`src/rtl/bcd_pkg.sv`:
```
// Shared types and constants for the button click detector.
// No dependencies; bcd_front, bcd_queue, bcd_back and the core import this package.
`default_nettype none

package bcd_pkg;

  localparam int TICK_WIDTH_DEF = 16;
  localparam int QUEUE_DEPTH    = 4;
  localparam int CFG_DATA_W     = 16;
  localparam int CFG_INDEX_W    = 3;
  localparam int REPEAT_W       = 4;
  localparam int NUM_EVENTS     = 7;

  typedef enum logic [2:0] {
    EV_DOWN       = 3'd0,
    EV_UP         = 3'd1,
    EV_REPEAT     = 3'd2,
    EV_SINGLE     = 3'd3,
    EV_DOUBLE     = 3'd4,
    EV_LONG_START = 3'd5,
    EV_LONG_HOLD  = 3'd6
  } ev_code_t;

  localparam logic [CFG_INDEX_W-1:0] CFG_PRESS_LEVEL  = 3'd0;
  localparam logic [CFG_INDEX_W-1:0] CFG_SETTLE_LEN   = 3'd1;
  localparam logic [CFG_INDEX_W-1:0] CFG_SHORT_LIMIT  = 3'd2;
  localparam logic [CFG_INDEX_W-1:0] CFG_LONG_LIMIT   = 3'd3;
  localparam logic [CFG_INDEX_W-1:0] CFG_EVENT_ENABLE = 3'd4;

  // All events raised by one tick, at most two, in the order they leave.
  typedef struct packed {
    ev_code_t              ev0_code;
    logic [REPEAT_W-1:0]   ev0_repeat;
    ev_code_t              ev1_code;
    logic [REPEAT_W-1:0]   ev1_repeat;
    logic                  has_two;
  } entry_t;

  typedef struct packed {
    logic full;
    logic empty;
  } q_status_t;

  typedef struct packed {
    logic                   we;
    logic [CFG_INDEX_W-1:0] index;
    logic [CFG_DATA_W-1:0]  data;
  } cfg_write_t;

endpackage

`default_nettype wire

```
`src/rtl/bcd_in_if.sv`:
```
// Input channel of the button click detector: one pin sample per word.
// Uses no package.
`default_nettype none

interface bcd_in_if;
  logic valid;
  logic ready;
  logic pin_level;

  modport source (output valid, output pin_level, input ready);
  modport sink   (input valid, input pin_level, output ready);
endinterface

`default_nettype wire

```
`src/rtl/bcd_out_if.sv`:
```
// Output channel of the button click detector: one event per word.
// Uses no package.
`default_nettype none

interface bcd_out_if;
  logic       valid;
  logic       ready;
  logic [2:0] event_code;
  logic [3:0] repeat_count;
  logic       last;

  modport source (output valid, output event_code, output repeat_count, output last,
                  input ready);
  modport sink   (input valid, input event_code, input repeat_count, input last,
                  output ready);
endinterface

`default_nettype wire

```
`src/rtl/bcd_front.sv`:
```
// Front end: configuration registers, debouncer and the press state machine.
// Depends on bcd_pkg; produces one queue entry per accepted tick that raises an enabled event.
`default_nettype none

module bcd_front #(
  parameter int TICK_WIDTH = bcd_pkg::TICK_WIDTH_DEF
) (
  input  wire logic                 clk,
  input  wire logic                 rst,
  input  wire bcd_pkg::cfg_write_t  cfg,
  input  wire logic                 in_valid,
  output logic                      in_ready,
  input  wire logic                 pin_level,
  input  wire bcd_pkg::q_status_t   q_status,
  output logic                      push,
  output bcd_pkg::entry_t           push_entry
);
  import bcd_pkg::*;

  localparam int CMP_W = (TICK_WIDTH > 16) ? TICK_WIDTH : 16;

  typedef enum logic [2:0] {
    ST_IDLE     = 3'd0,
    ST_HELD     = 3'd1,
    ST_RELEASED = 3'd2,
    ST_AGAIN    = 3'd3,
    ST_LONG     = 3'd5
  } state_t;

  logic                  press_level;
  logic [2:0]            settle_len;
  logic [15:0]           short_limit;
  logic [15:0]           long_limit;
  logic [NUM_EVENTS-1:0] event_enable;

  state_t                state, state_next;
  logic [TICK_WIDTH-1:0] tick_count, tick_count_next, tick_inc;
  logic [REPEAT_W-1:0]   click_total, click_total_next;
  logic [2:0]            bounce_count, bounce_count_next, bounce_inc;
  logic                  stable_level, stable_level_next;

  logic                  pressed, accept;
  logic [CMP_W-1:0]      tick_ext, short_ext, long_ext;
  logic                  a_on, b_on, a_en, b_en;
  ev_code_t              a_code, b_code;
  logic [REPEAT_W-1:0]   a_rep, b_rep;

  assign in_ready = !q_status.full;
  assign accept   = in_valid && in_ready;

  always_comb begin
    tick_inc = (state != ST_IDLE) ? tick_count + 1'b1 : tick_count;
    bounce_inc = bounce_count + 3'd1;
    stable_level_next = stable_level;
    if (pin_level != stable_level) begin
      if (bounce_inc >= settle_len) begin
        stable_level_next = pin_level;
        bounce_count_next = 3'd0;
      end else begin
        bounce_count_next = bounce_inc;
      end
    end else begin
      bounce_count_next = 3'd0;
    end
    pressed = (stable_level_next == press_level);

    tick_ext  = CMP_W'(tick_inc);
    short_ext = CMP_W'(short_limit);
    long_ext  = CMP_W'(long_limit);

    state_next       = state;
    tick_count_next  = tick_inc;
    click_total_next = click_total;
    a_on   = 1'b0;
    b_on   = 1'b0;
    a_code = EV_DOWN;
    b_code = EV_REPEAT;
    a_rep  = click_total;
    b_rep  = click_total;

    case (state)
      ST_IDLE: begin
        if (pressed) begin
          a_on             = 1'b1;
          a_code           = EV_DOWN;
          tick_count_next  = '0;
          click_total_next = REPEAT_W'(1);
          state_next       = ST_HELD;
        end
      end
      ST_HELD: begin
        if (!pressed) begin
          a_on            = 1'b1;
          a_code          = EV_UP;
          tick_count_next = '0;
          state_next      = ST_RELEASED;
        end else if (tick_ext > long_ext) begin
          a_on       = 1'b1;
          a_code     = EV_LONG_START;
          state_next = ST_LONG;
        end
      end
      ST_RELEASED: begin
        if (pressed) begin
          // Press down carries the old count, the repeat event the new one.
          a_on             = 1'b1;
          a_code           = EV_DOWN;
          click_total_next = click_total + 1'b1;
          b_on             = 1'b1;
          b_code           = EV_REPEAT;
          b_rep            = click_total + 1'b1;
          tick_count_next  = '0;
          state_next       = ST_AGAIN;
        end else if (tick_ext > short_ext) begin
          if (click_total == REPEAT_W'(1)) begin
            a_on   = 1'b1;
            a_code = EV_SINGLE;
          end else if (click_total == REPEAT_W'(2)) begin
            a_on   = 1'b1;
            a_code = EV_DOUBLE;
          end
          state_next = ST_IDLE;
        end
      end
      ST_AGAIN: begin
        if (!pressed) begin
          a_on   = 1'b1;
          a_code = EV_UP;
          if (tick_ext < short_ext) begin
            tick_count_next = '0;
            state_next      = ST_RELEASED;
          end else begin
            state_next = ST_IDLE;
          end
        end else if (tick_ext > short_ext) begin
          state_next = ST_IDLE;
        end
      end
      ST_LONG: begin
        a_on = 1'b1;
        if (pressed) begin
          a_code = EV_LONG_HOLD;
        end else begin
          a_code     = EV_UP;
          state_next = ST_IDLE;
        end
      end
      default: begin
        state_next = ST_IDLE;
      end
    endcase

    a_en = a_on && event_enable[a_code];
    b_en = b_on && event_enable[b_code];

    push_entry.ev0_code   = a_en ? a_code : b_code;
    push_entry.ev0_repeat = a_en ? a_rep : b_rep;
    push_entry.ev1_code   = b_code;
    push_entry.ev1_repeat = b_rep;
    push_entry.has_two    = a_en && b_en;
    push = accept && (a_en || b_en);
  end

  always_ff @(posedge clk) begin
    if (rst) begin
      press_level  <= 1'b0;
      settle_len   <= 3'd3;
      short_limit  <= 16'd60;
      long_limit   <= 16'd200;
      event_enable <= '1;
      state        <= ST_IDLE;
      tick_count   <= '0;
      click_total  <= '0;
      bounce_count <= '0;
      stable_level <= 1'b1;
    end else begin
      if (accept) begin
        state        <= state_next;
        tick_count   <= tick_count_next;
        click_total  <= click_total_next;
        bounce_count <= bounce_count_next;
      end
      // Writing the pressed level reloads the stable level with its inverse.
      if (cfg.we && (cfg.index == CFG_PRESS_LEVEL)) begin
        stable_level <= !cfg.data[0];
      end else if (accept) begin
        stable_level <= stable_level_next;
      end
      if (cfg.we) begin
        case (cfg.index)
          CFG_PRESS_LEVEL:  press_level  <= cfg.data[0];
          CFG_SETTLE_LEN:   settle_len   <= cfg.data[2:0];
          CFG_SHORT_LIMIT:  short_limit  <= cfg.data[15:0];
          CFG_LONG_LIMIT:   long_limit   <= cfg.data[15:0];
          CFG_EVENT_ENABLE: event_enable <= cfg.data[NUM_EVENTS-1:0];
          default: begin
          end
        endcase
      end
    end
  end

endmodule

`default_nettype wire

```
`src/rtl/bcd_queue.sv`:
```
// Short FIFO of event entries between the front end and the output stage.
// Depends on bcd_pkg for the entry and status types.
`default_nettype none

module bcd_queue (
  input  wire logic               clk,
  input  wire logic               rst,
  input  wire logic               push,
  input  wire bcd_pkg::entry_t    push_entry,
  input  wire logic               pop,
  output bcd_pkg::entry_t         head,
  output bcd_pkg::q_status_t      status
);
  import bcd_pkg::*;

  localparam int PTR_W = $clog2(QUEUE_DEPTH);
  localparam int CNT_W = $clog2(QUEUE_DEPTH + 1);

  entry_t             slots [QUEUE_DEPTH];
  logic [PTR_W-1:0]   wr_ptr, rd_ptr;
  logic [CNT_W-1:0]   count;

  assign status.full  = (count == CNT_W'(QUEUE_DEPTH));
  assign status.empty = (count == '0);
  assign head         = slots[rd_ptr];

  always_ff @(posedge clk) begin
    if (push) begin
      slots[wr_ptr] <= push_entry;
    end
  end

  always_ff @(posedge clk) begin
    if (rst) begin
      wr_ptr <= '0;
      rd_ptr <= '0;
      count  <= '0;
    end else begin
      if (push) begin
        wr_ptr <= (wr_ptr == PTR_W'(QUEUE_DEPTH - 1)) ? '0 : wr_ptr + 1'b1;
      end
      if (pop) begin
        rd_ptr <= (rd_ptr == PTR_W'(QUEUE_DEPTH - 1)) ? '0 : rd_ptr + 1'b1;
      end
      if (push && !pop) begin
        count <= count + 1'b1;
      end else if (pop && !push) begin
        count <= count - 1'b1;
      end
    end
  end

  a_no_overflow: assert property (@(posedge clk) disable iff (rst)
    push |-> (!status.full || pop))
    else $error("entry pushed into a full queue");

  a_no_underflow: assert property (@(posedge clk) disable iff (rst)
    pop |-> !status.empty)
    else $error("entry popped from an empty queue");

  a_count_step: assert property (@(posedge clk) disable iff (rst)
    (push && !pop) |=> (count == $past(count) + 1'b1))
    else $error("queue fill count did not follow a push");

endmodule

`default_nettype wire

```
`src/rtl/bcd_back.sv`:
```
// Output stage: takes entries from the queue and sends their events one word at a time.
// Depends on bcd_pkg for the entry and status types.
`default_nettype none

module bcd_back (
  input  wire logic               clk,
  input  wire logic               rst,
  input  wire bcd_pkg::entry_t    head,
  input  wire bcd_pkg::q_status_t q_status,
  output logic                    pop,
  output logic                    out_valid,
  input  wire logic               out_ready,
  output logic [2:0]              event_code,
  output logic [3:0]              repeat_count,
  output logic                    last
);
  import bcd_pkg::*;

  entry_t hold;
  logic   hold_valid;
  logic   phase;
  logic   out_accept;

  assign out_valid    = hold_valid;
  assign last         = hold.has_two ? phase : 1'b1;
  assign event_code   = phase ? hold.ev1_code : hold.ev0_code;
  assign repeat_count = phase ? hold.ev1_repeat : hold.ev0_repeat;
  assign out_accept   = out_valid && out_ready;
  // The next entry moves in on the same edge that the last event of this one leaves.
  assign pop          = !q_status.empty && (!hold_valid || (out_accept && last));

  always_ff @(posedge clk) begin
    if (pop) begin
      hold <= head;
    end
  end

  always_ff @(posedge clk) begin
    if (rst) begin
      hold_valid <= 1'b0;
      phase      <= 1'b0;
    end else begin
      if (pop) begin
        hold_valid <= 1'b1;
        phase      <= 1'b0;
      end else if (out_accept) begin
        if (last) begin
          hold_valid <= 1'b0;
          phase      <= 1'b0;
        end else begin
          phase <= 1'b1;
        end
      end
    end
  end

endmodule

`default_nettype wire

```
`src/rtl/button_click_detector_core.sv`:
```
// Button click detector. Each input word is one pin sample (one tick); a tick
// is accepted in every cycle while the four-entry event queue has room. Each
// tick raises zero, one or two events; the output stage sends one event word per
// cycle while the output side is ready, so a tick with two events leaves as two
// words, and the queue absorbs such bursts and any stall on the output side. The
// first event of a tick passes through the queue and then the output stage's
// hold register. Configuration writes are registered and apply to later ticks.
// Depends on bcd_pkg, bcd_in_if, bcd_out_if, bcd_front, bcd_queue and bcd_back.
`default_nettype none

module button_click_detector_core #(
  parameter int TICK_WIDTH = bcd_pkg::TICK_WIDTH_DEF
) (
  input  wire logic                             clk,
  input  wire logic                             rst,
  bcd_in_if.sink                                pin_ch,
  bcd_out_if.source                             event_ch,
  input  wire logic                             cfg_we,
  input  wire logic [bcd_pkg::CFG_INDEX_W-1:0]  cfg_index,
  input  wire logic [bcd_pkg::CFG_DATA_W-1:0]   cfg_data
);
  import bcd_pkg::*;

  cfg_write_t cfg;
  q_status_t  q_status;
  entry_t     push_entry, head;
  logic       push, pop;
  logic       in_ready;

  assign cfg.we    = cfg_we;
  assign cfg.index = cfg_index;
  assign cfg.data  = cfg_data;
  assign pin_ch.ready = in_ready;

  bcd_front #(
    .TICK_WIDTH(TICK_WIDTH)
  ) u_front (
    .clk        (clk),
    .rst        (rst),
    .cfg        (cfg),
    .in_valid   (pin_ch.valid),
    .in_ready   (in_ready),
    .pin_level  (pin_ch.pin_level),
    .q_status   (q_status),
    .push       (push),
    .push_entry (push_entry)
  );

  bcd_queue u_queue (
    .clk        (clk),
    .rst        (rst),
    .push       (push),
    .push_entry (push_entry),
    .pop        (pop),
    .head       (head),
    .status     (q_status)
  );

  bcd_back u_back (
    .clk          (clk),
    .rst          (rst),
    .head         (head),
    .q_status     (q_status),
    .pop          (pop),
    .out_valid    (event_ch.valid),
    .out_ready    (event_ch.ready),
    .event_code   (event_ch.event_code),
    .repeat_count (event_ch.repeat_count),
    .last         (event_ch.last)
  );

endmodule

`default_nettype wire
```
`src/flat_wrapper.sv`:
```
// flat-port wrapper written by rule: the top's interface ports become plain ports
module button_click_detector_core_flat import bcd_pkg::*;
#(
  parameter int TICK_WIDTH = bcd_pkg::TICK_WIDTH_DEF
)
  (clk, rst, cfg_we, cfg_index, cfg_data, pin_ch_valid, pin_ch_pin_level, pin_ch_ready, event_ch_valid, event_ch_event_code, event_ch_repeat_count, event_ch_last, event_ch_ready);
  bcd_in_if pin_ch_i ();
  bcd_out_if event_ch_i ();
  input  wire logic clk;
  input  wire logic rst;
  input  wire logic cfg_we;
  input  wire logic [bcd_pkg::CFG_INDEX_W-1:0] cfg_index;
  input  wire logic [bcd_pkg::CFG_DATA_W-1:0] cfg_data;
  input wire logic [$bits(pin_ch_i.valid)-1:0] pin_ch_valid;
  input wire logic [$bits(pin_ch_i.pin_level)-1:0] pin_ch_pin_level;
  output wire logic [$bits(pin_ch_i.ready)-1:0] pin_ch_ready;
  output wire logic [$bits(event_ch_i.valid)-1:0] event_ch_valid;
  output wire logic [$bits(event_ch_i.event_code)-1:0] event_ch_event_code;
  output wire logic [$bits(event_ch_i.repeat_count)-1:0] event_ch_repeat_count;
  output wire logic [$bits(event_ch_i.last)-1:0] event_ch_last;
  input wire logic [$bits(event_ch_i.ready)-1:0] event_ch_ready;
  assign pin_ch_i.valid = pin_ch_valid;
  assign pin_ch_i.pin_level = pin_ch_pin_level;
  assign pin_ch_ready = pin_ch_i.ready;
  assign event_ch_valid = event_ch_i.valid;
  assign event_ch_event_code = event_ch_i.event_code;
  assign event_ch_repeat_count = event_ch_i.repeat_count;
  assign event_ch_last = event_ch_i.last;
  assign event_ch_i.ready = event_ch_ready;
  button_click_detector_core #(.TICK_WIDTH(TICK_WIDTH)) u_core (.clk(clk), .rst(rst), .pin_ch(pin_ch_i), .event_ch(event_ch_i), .cfg_we(cfg_we), .cfg_index(cfg_index), .cfg_data(cfg_data));
endmodule
```
`config.mk`:
```
export PLATFORM = sky130hd
export DESIGN_NAME = button_click_detector_core_flat
export DESIGN_NICKNAME = d
export VERILOG_FILES = /design/src/rtl/bcd_pkg.sv /design/src/rtl/bcd_in_if.sv /design/src/rtl/bcd_out_if.sv /design/src/rtl/bcd_front.sv /design/src/rtl/bcd_queue.sv /design/src/rtl/bcd_back.sv /design/src/rtl/button_click_detector_core.sv /design/src/flat_wrapper.sv
export SDC_FILE = /design/constraint.sdc
export NUM_CORES = 1
export LEC_CHECK = 0
export BUFFER_PORTS_ARGS = -buffer_cell sky130_fd_sc_hd__buf_2
export CAP_MARGIN = 40
export CORE_ASPECT_RATIO = 1.75
export CORE_UTILIZATION = 46
export DETAILED_ROUTE_END_ITERATION = 10
export PLACE_DENSITY = 0.69
export SYNTH_ARGS = -nofsm -noshare
export SYNTH_HDL_FRONTEND = slang
export SYNTH_SLANG_ARGS = --single-unit
```
`constraint.sdc`:
```
create_clock -name clk -period 10.9 [get_ports clk]
set_input_delay 1.09 -clock clk [delete_from_list [all_inputs] [get_ports clk]]
set_output_delay 1.09 -clock clk [all_outputs]
set_load 0.1 [all_outputs]
```
==> impl_metrics.toml, run 1 <==
[outcome]
status = "complete, no violations"

[logic_synthesis]
ys_seq_area_frac = 0.483
synth_fa_ha_area_frac = 0.0849
synth_ff_type = "dfxtp_1"
synth_cell_types = 56
synthesis.nets = 786
synth-xor-area-share = 0.0312
synthSimpleGateAreaFrac = 0.177
synth-compound-area-share = 0.120
synthArstFlopShare = 0
synth_edf_count = 60
syn_inst = 714
synth_mux_area_frac = 0.0632
syn_area_um2 = 7010
avgSynthCellArea_um2 = 9.82
ys_seq_elements = 139
synth_top_family_by_area = "simple AND/OR/NAND/NOR gates"
yosysWarnings = 0

[sta]
fin_crit_sh = 0.581
fin_setup_tns_ps = 0
skew_ps = 11.6
setup_viol = 0
period_minus_slack_ps = 6330
relSlewSlack = 0.392
drv_slew = 0
rsz0062_at_grt = "false"
worstMarginPinSlew_ps = 910
hold_violations = 0
timing.fmax_ghz = 0.158
hold-worst-slack_ps = 455

[worst_setup_path]
crit_buf_inv = 1
required_ps = 11230
worstSetupStartpointType = "flip-flop"
path_cells = "nor3_1, nor4b_1, and3_1, nand3_1, nor2_1, xor2_1, ha_1, nand4_2, nor2_1, nor4_1, a311oi_2, o211a_1, o21ai_1, o221ai_4, o31ai_4, ha_1, inv_1, fa_1, xor2_1, or3_1, a21oi_1"
rrSetupSlack_ps = 4570
rr_worst_depth = 21
critPathKind = "reg -> reg"
worst-path-stages = 21
cp.arrival_ps = 6660
worstSetupEndpointType = "flip-flop"
crit_fanout = 16
slowest_delay_ps = 620
critPathSlowestCell = "nor4b_1"
cp-endpoint = "u_core.u_queue.count[2]$_SDFFE_PP0P_"
cp-startpoint = "u_core.u_front.state[1]$_SDFFE_PP0P_"
rr_startpoint = "u_core.u_front.state[1]$_SDFFE_PP0P_"
cp_top_family = "simple AND/OR/NAND/NOR gates"
reg2reg_to = "u_core.u_queue.count[2]$_SDFFE_PP0P_"

[drt]
vias_per_cell = 5.62
wl_per_cell_um = 16.7
drtAntennaViolNets = 0
vias = 5261
detailedRoute.firstPassIterationCount = 4
drc = 0
first_iter_violations = 235
wirelength_mm = 15.7

[clock_tree]
cts_root_buf = "clkbuf_16"
cts.sinks = 139
ctsHtreeMaxLevel = 4
clk_pin_slew_ps = 60
clock_latency_ps = 420
clk_path_buf_depth = 2
cts_hold_buf = 0
cts_inserted_buffers = 17
cts_tree = "yes"
cts-resized-gates = 0
postCtsSetupRepairBufs = 0

[floorplanning]
core_area_um2 = 14900
die_x_um = 95.3
start_util = 0.470
rows = 59
die_area_um2 = 15800
die_h_um = 165
pin_count = 35

[global_route]
grt_usage = 0.218
first_global_vias = 5499
grt_pass1_wl_mm = 25.9
grt_max_degree = 65
antenna_found_initial = 0
overflow = 0

[placement]
dp_hpwl_mm = 11.5
gp_congestion = 0.923
io_buffers = 34

[cells_and_area]
fin_nets = 812
mostFrequentLayoutCell = "nand2_1"
mostFrequentLayoutCells = "113 x nand2_1, 79 x dfxtp_1, 62 x a21oi_1"
diodes = 0
area_growth_pct = 12.5
drive_above_1_share = 0.131

[worst_hold_path]
hp-class = "reg -> reg"

[power_and_ir_drop]
p_per_area_nw_per_um2 = 206
max-vdd-ir-drop_mv = 0.123
p_leak_nw = 3.07

[job]
drv_cap = 0
[per-stage QoR]
stage	area [µm²]	worst slack, ps	instances	utilization	power [mW]
2_1_floorplan	7010	5350	714	-	1.01
3_3_place_gp	7320	4960	903	0.491	1.08
3_5_place_dp	7330	4640	904	0.492	1.11
4_1_cts	7890	4620	936	0.529	1.64
5_1_grt	7890	3970	936	0.529	1.71
6_report	7890	4570	936	0.529	1.63
[sequential cells by signal (all words and copies together), names as in the netlist]
register and flops:
u_core.u_queue.rd_ptr 2, u_core.u_front.event_enable 7, u_core.u_back.phase 1, u_core.u_queue.count 3, u_core.u_front.stable_level 1, u_core.u_front.long_ext 16, u_core.u_front.short_ext 16, u_core.u_front.a_rep 4
u_core.u_front.state 3, u_core.u_front.tick_count 16, u_core.u_queue.wr_ptr 2, u_core.u_front.settle_len 3, u_core.u_back.hold 12, u_core.u_back.out_valid 1, u_core.u_front.bounce_count 3, u_core.u_queue.slots 48
u_core.u_front.press_level 1
[where the power goes]
group | switching, mW | total [mW] | internal (mW) | leakage, nW
Sequential | 0.0373 | 0.649 | 0.612 | 1.19
Clock | 0.221 | 0.534 | 0.313 | 0.258
Combinational | 0.304 | 0.442 | 0.138 | 1.62
[cell type report]
| type | instances | area (µm²) |
|---|---|---|
| fillers | 1382 | 7030 |
| flip-flops and latches | 139 | 3380 |
| multi-input cells | 499 | 3340 |
| clock buffers | 18 | 429 |
| well taps | 183 | 229 |
| repair buffers | 39 | 215 |
| inverters | 44 | 165 |
| clock inverters | 14 | 121 |
[cells by family (layout without fill, tap and decap cells)]
kind of cell / after synthesis / after routing
adders and majority gates: 47 / 47
DFF: 139 / 139
xor gates and xnor gates: 25 / 25
AOI/OAI and AO/OA: 133 / 133
and+or+nand+nor: 267 / 267
muxes: 27 / 27
buffers and inverters: 76 / 115
[cell usage after synthesis (all sizes together) (8+ instances only)]
library cell,count,area share
a21oi,63,0.046
a22oi,13,0.014
and2,9,0.0080
and3,9,0.0080
clkbuf,28,0.015
dfxtp,79,0.23
edfxtp,60,0.26
ha,46,0.082
inv,43,0.023
mux2,9,0.016
mux4,12,0.039
nand2,113,0.060
nand2b,10,0.0089
nand3,23,0.016
nand4,8,0.0080
nor2,52,0.028
nor3,11,0.0079
o211ai,9,0.0096
o21ai,28,0.020
xnor2,14,0.017
xor2,11,0.014
[per-layer routing]
layer / share of wire / vias up / wire [µm] / GRT usage
met5: 0 / - / 0 / 0
li1: - / 2572 / - / -
met3: 0.025 / 41 / 390 / 0.0421
met2: 0.56 / 109 / 8840 / 0.416
met1: 0.36 / 2539 / 5680 / 0.205
met4: 0.048 / 0 / 752 / 0.140
[worst min path at each step]
| stage | start | slack [ps] | cells after the start | to |
|---|---|---|---|---|
| 4_1_cts | u_core.u_front.short_ext[12]$_SDFFE_PP0P_ | 450 | 2 | u_core.u_front.short_ext[12]$_SDFFE_PP0P_ |
| 5_1_grt | u_core.u_front.short_ext[12]$_SDFFE_PP0P_ | 470 | 2 | u_core.u_front.short_ext[12]$_SDFFE_PP0P_ |
| 6_report | u_core.u_front.short_ext[12]$_SDFFE_PP0P_ | 460 | 2 | u_core.u_front.short_ext[12]$_SDFFE_PP0P_ |
| 3_5_place_dp | u_core.u_front.short_ext[12]$_SDFFE_PP0P_ | 450 | 2 | u_core.u_front.short_ext[12]$_SDFFE_PP0P_ |
| 3_3_place_gp | u_core.u_front.short_ext[10]$_SDFFE_PP0P_ | 450 | 2 | u_core.u_front.short_ext[10]$_SDFFE_PP0P_ |
| 2_1_floorplan | u_core.u_front.event_enable[3]$_SDFFE_PP1P_ | 430 | 2 | u_core.u_front.event_enable[3]$_SDFFE_PP1P_ |
[tightest hold or removal path: stages, from the launching register on]
cell,delay (ps)
dfxtp_1,300
nand2_1,50
a21oi_1,50
Note: power is estimated with default switching activity, not from simulation.
==> inputs of run 2 (changes only) <==
==> constraint.sdc (replaced) <==
create_clock -name clk -period 6.1 [get_ports clk]
set_input_delay 0.61 -clock clk [delete_from_list [all_inputs] [get_ports clk]]
set_output_delay 0.61 -clock clk [all_outputs]
set_load 0.1 [all_outputs]
==> run 2 against run 1 <==
Compared with the run above:
- total power is 81% higher
- die area stayed put
- utilization up 0.60 points
- sequential power is 80% higher
- design area increased by 1.1%
- combinational power grew 78%
- register-to-register slack lost 4200 ps
- global-route usage shrank 0.32 points
- flip-flop and latch count unchanged
- maximum frequency rose by 11%
- clock power up 86%
- critical path type unchanged
==> impl_metrics.toml, run 2 (synthesized netlist as in run 1, its figures left out) <==
[outcome]
status = "complete, no violations"

[power_and_ir_drop]
p_switching_mw = 1.00
p_sw_frac = 0.340
combPwrFrac = 0.267
seq_power_share = 0.396
power.share.clock = 0.337
max-vdd-ir-drop_mv = 0.234
intPower_mw = 1.94
p_leak_nw = 3.12
p_per_area_nw_per_um2 = 369

[clock_tree]
clk_pin_slew_ps = 60
cts_inserted_buffers = 17
cts.sinks = 139
cts_hold_buf = 0
clk_path_buf_depth = 2
clock_latency_ps = 420
cts_tree = "yes"
ctsHtreeMaxLevel = 4
cts_root_buf = "clkbuf_16"

[drt]
drc = 0
detailedRoute.firstPassIterationCount = 5
first_iter_violations = 259
wirelength_mm = 15.5
vias_per_cell = 5.53
wl_per_cell_um = 16.5
vias = 5199
drtAntennaViolNets = 0

[sta]
worstMarginPinSlew_ps = 740
relSlewSlack = 0.507
setup_viol = 0
skew_ps = 8.38
hold_violations = 0
period_minus_slack_ps = 5710
fin_setup_tns_ps = 0
drv_slew = 0
rsz0062_at_grt = "false"
fin_crit_sh = 0.936
timing.fmax_ghz = 0.175

[global_route]
antenna_found_initial = 0
overflow = 0
first_global_vias = 5444
grt_max_degree = 65
grt_pass1_wl_mm = 25.4
grt_usage = 0.215

[cells_and_area]
post-route-util = 0.535
diodes = 0
nFillCells = 1314
drive_above_1_share = 0.145
fin_nets = 817
register_area_um2 = 3390
mostFrequentLayoutCells = "113 x nand2_1, 77 x dfxtp_1, 62 x a21oi_1"
mostFrequentLayoutCell = "nand2_1"
top_register = "u_core.u_queue.slots"
largest_reg_flops = 48
multi_input_comb_area_um2 = 3370
area_growth_pct = 13.7

[floorplanning]
pin_count = 35
core_area_um2 = 14900
die_x_um = 95.3
die_area_um2 = 15800
die_h_um = 165
start_util = 0.470
rows = 59

[worst_setup_path]
rr_startpoint = "u_core.u_front.state[1]$_SDFFE_PP0P_"
cp-startpoint = "u_core.u_front.state[1]$_SDFFE_PP0P_"
crit_fanout = 16
worstSetupEndpointType = "flip-flop"
required_ps = 6440
critPathKind = "reg -> reg"
cp.arrival_ps = 6050
worstSetupStartpointType = "flip-flop"

[worst_hold_path]
hold_path_startpoint = "cfg_data[14]"
hp-class = "in -> reg"

[placement]
io_buffers = 34
gp_congestion = 0.974
dp_hpwl_mm = 11.6

[job]
drv_cap = 0
==> run 2: per-layer routing <==
| metal | vias to the layer above | track usage | share of wire |
|---|---|---|---|
| met5 | - | 0 | 0 |
| met4 | 0 | 0.134 | 0.045 |
| met3 | 39 | 0.0458 | 0.029 |
| met2 | 111 | 0.419 | 0.58 |
| met1 | 2468 | 0.192 | 0.35 |
| li1 | 2581 | - | - |
==> run 2: path summary, 6_finish.rpt <==
path / endpoint / slack (ps) / cells after the start
max: u_core.u_queue.count[2]$_SDFFE_PP0P_ / 390 / 20
min: u_core.u_front.long_ext[14]$_SDFFE_PP0P_ / 440 / 3
max reg2reg: u_core.u_queue.count[2]$_SDFFE_PP0P_ / 390 / 20
min reg2reg: u_core.u_front.long_ext[12]$_SDFFE_PP0P_ / 450 / 2
==> run 2: cell type report <==
class / count / area share
clock buffers: 17 / 0.0534
clock inverters: 14 / 0.0182
inverters: 44 / 0.0207
multi-input cells: 499 / 0.423
flip-flops and latches: 139 / 0.425
well taps: 183 / 0.0287
repair buffers: 44 / 0.0317
==> run 2: metrics by stage <==
step / instance area [µm²] / cells / setup WS (ps) / power, mW / hold slack (ps)
2_1_floorplan: 7010 / 714 / 548 / 1.80 / 435
3_3_place_gp: 7340 / 906 / 386 / 1.94 / 446
3_5_place_dp: 7360 / 907 / 103 / 1.97 / 447
4_1_cts: 7930 / 938 / 71.3 / 2.96 / 423
5_1_grt: 7970 / 940 / 56.0 / 3.09 / 417
6_report: 7970 / 940 / 388 / 2.95 / 438
==> run 2: power groups by stage <==
| stage | sequential [mW] | clock [mW] | combinational [mW] |
|---|---|---|---|
| detailed placement | 1.19 | 0 | 0.783 |
| global route | 1.19 | 1.05 | 0.852 |
| finish | 1.17 | 0.994 | 0.786 |
| floorplan | 1.16 | 0 | 0.639 |
| CTS | 1.17 | 1.01 | 0.788 |
| global placement | 1.20 | 0 | 0.740 |
==> run 2: timing repair <==
item,in CTS,in global routing
setup buffers,0,2
resized for setup,0,6
endpoints found under the setup margin,0,2
==> run 2: worst max-delay path, cell delays in order (launching register included) <==
cell and delay [ps]:
dfxtp_2 470, nor3_1 140, nor4b_1 400, and3_1 290
nand3_1 230, nor2_1 220, xor2_1 300, ha_1 250
nand4_2 150, or4_1 590, a311oi_4 430, o211a_1 260
a31o_4 140, o221ai_4 160, o31ai_4 270, ha_1 240
inv_1 70, fa_1 380, xor2_1 180, or3_1 300
a21oi_1 150
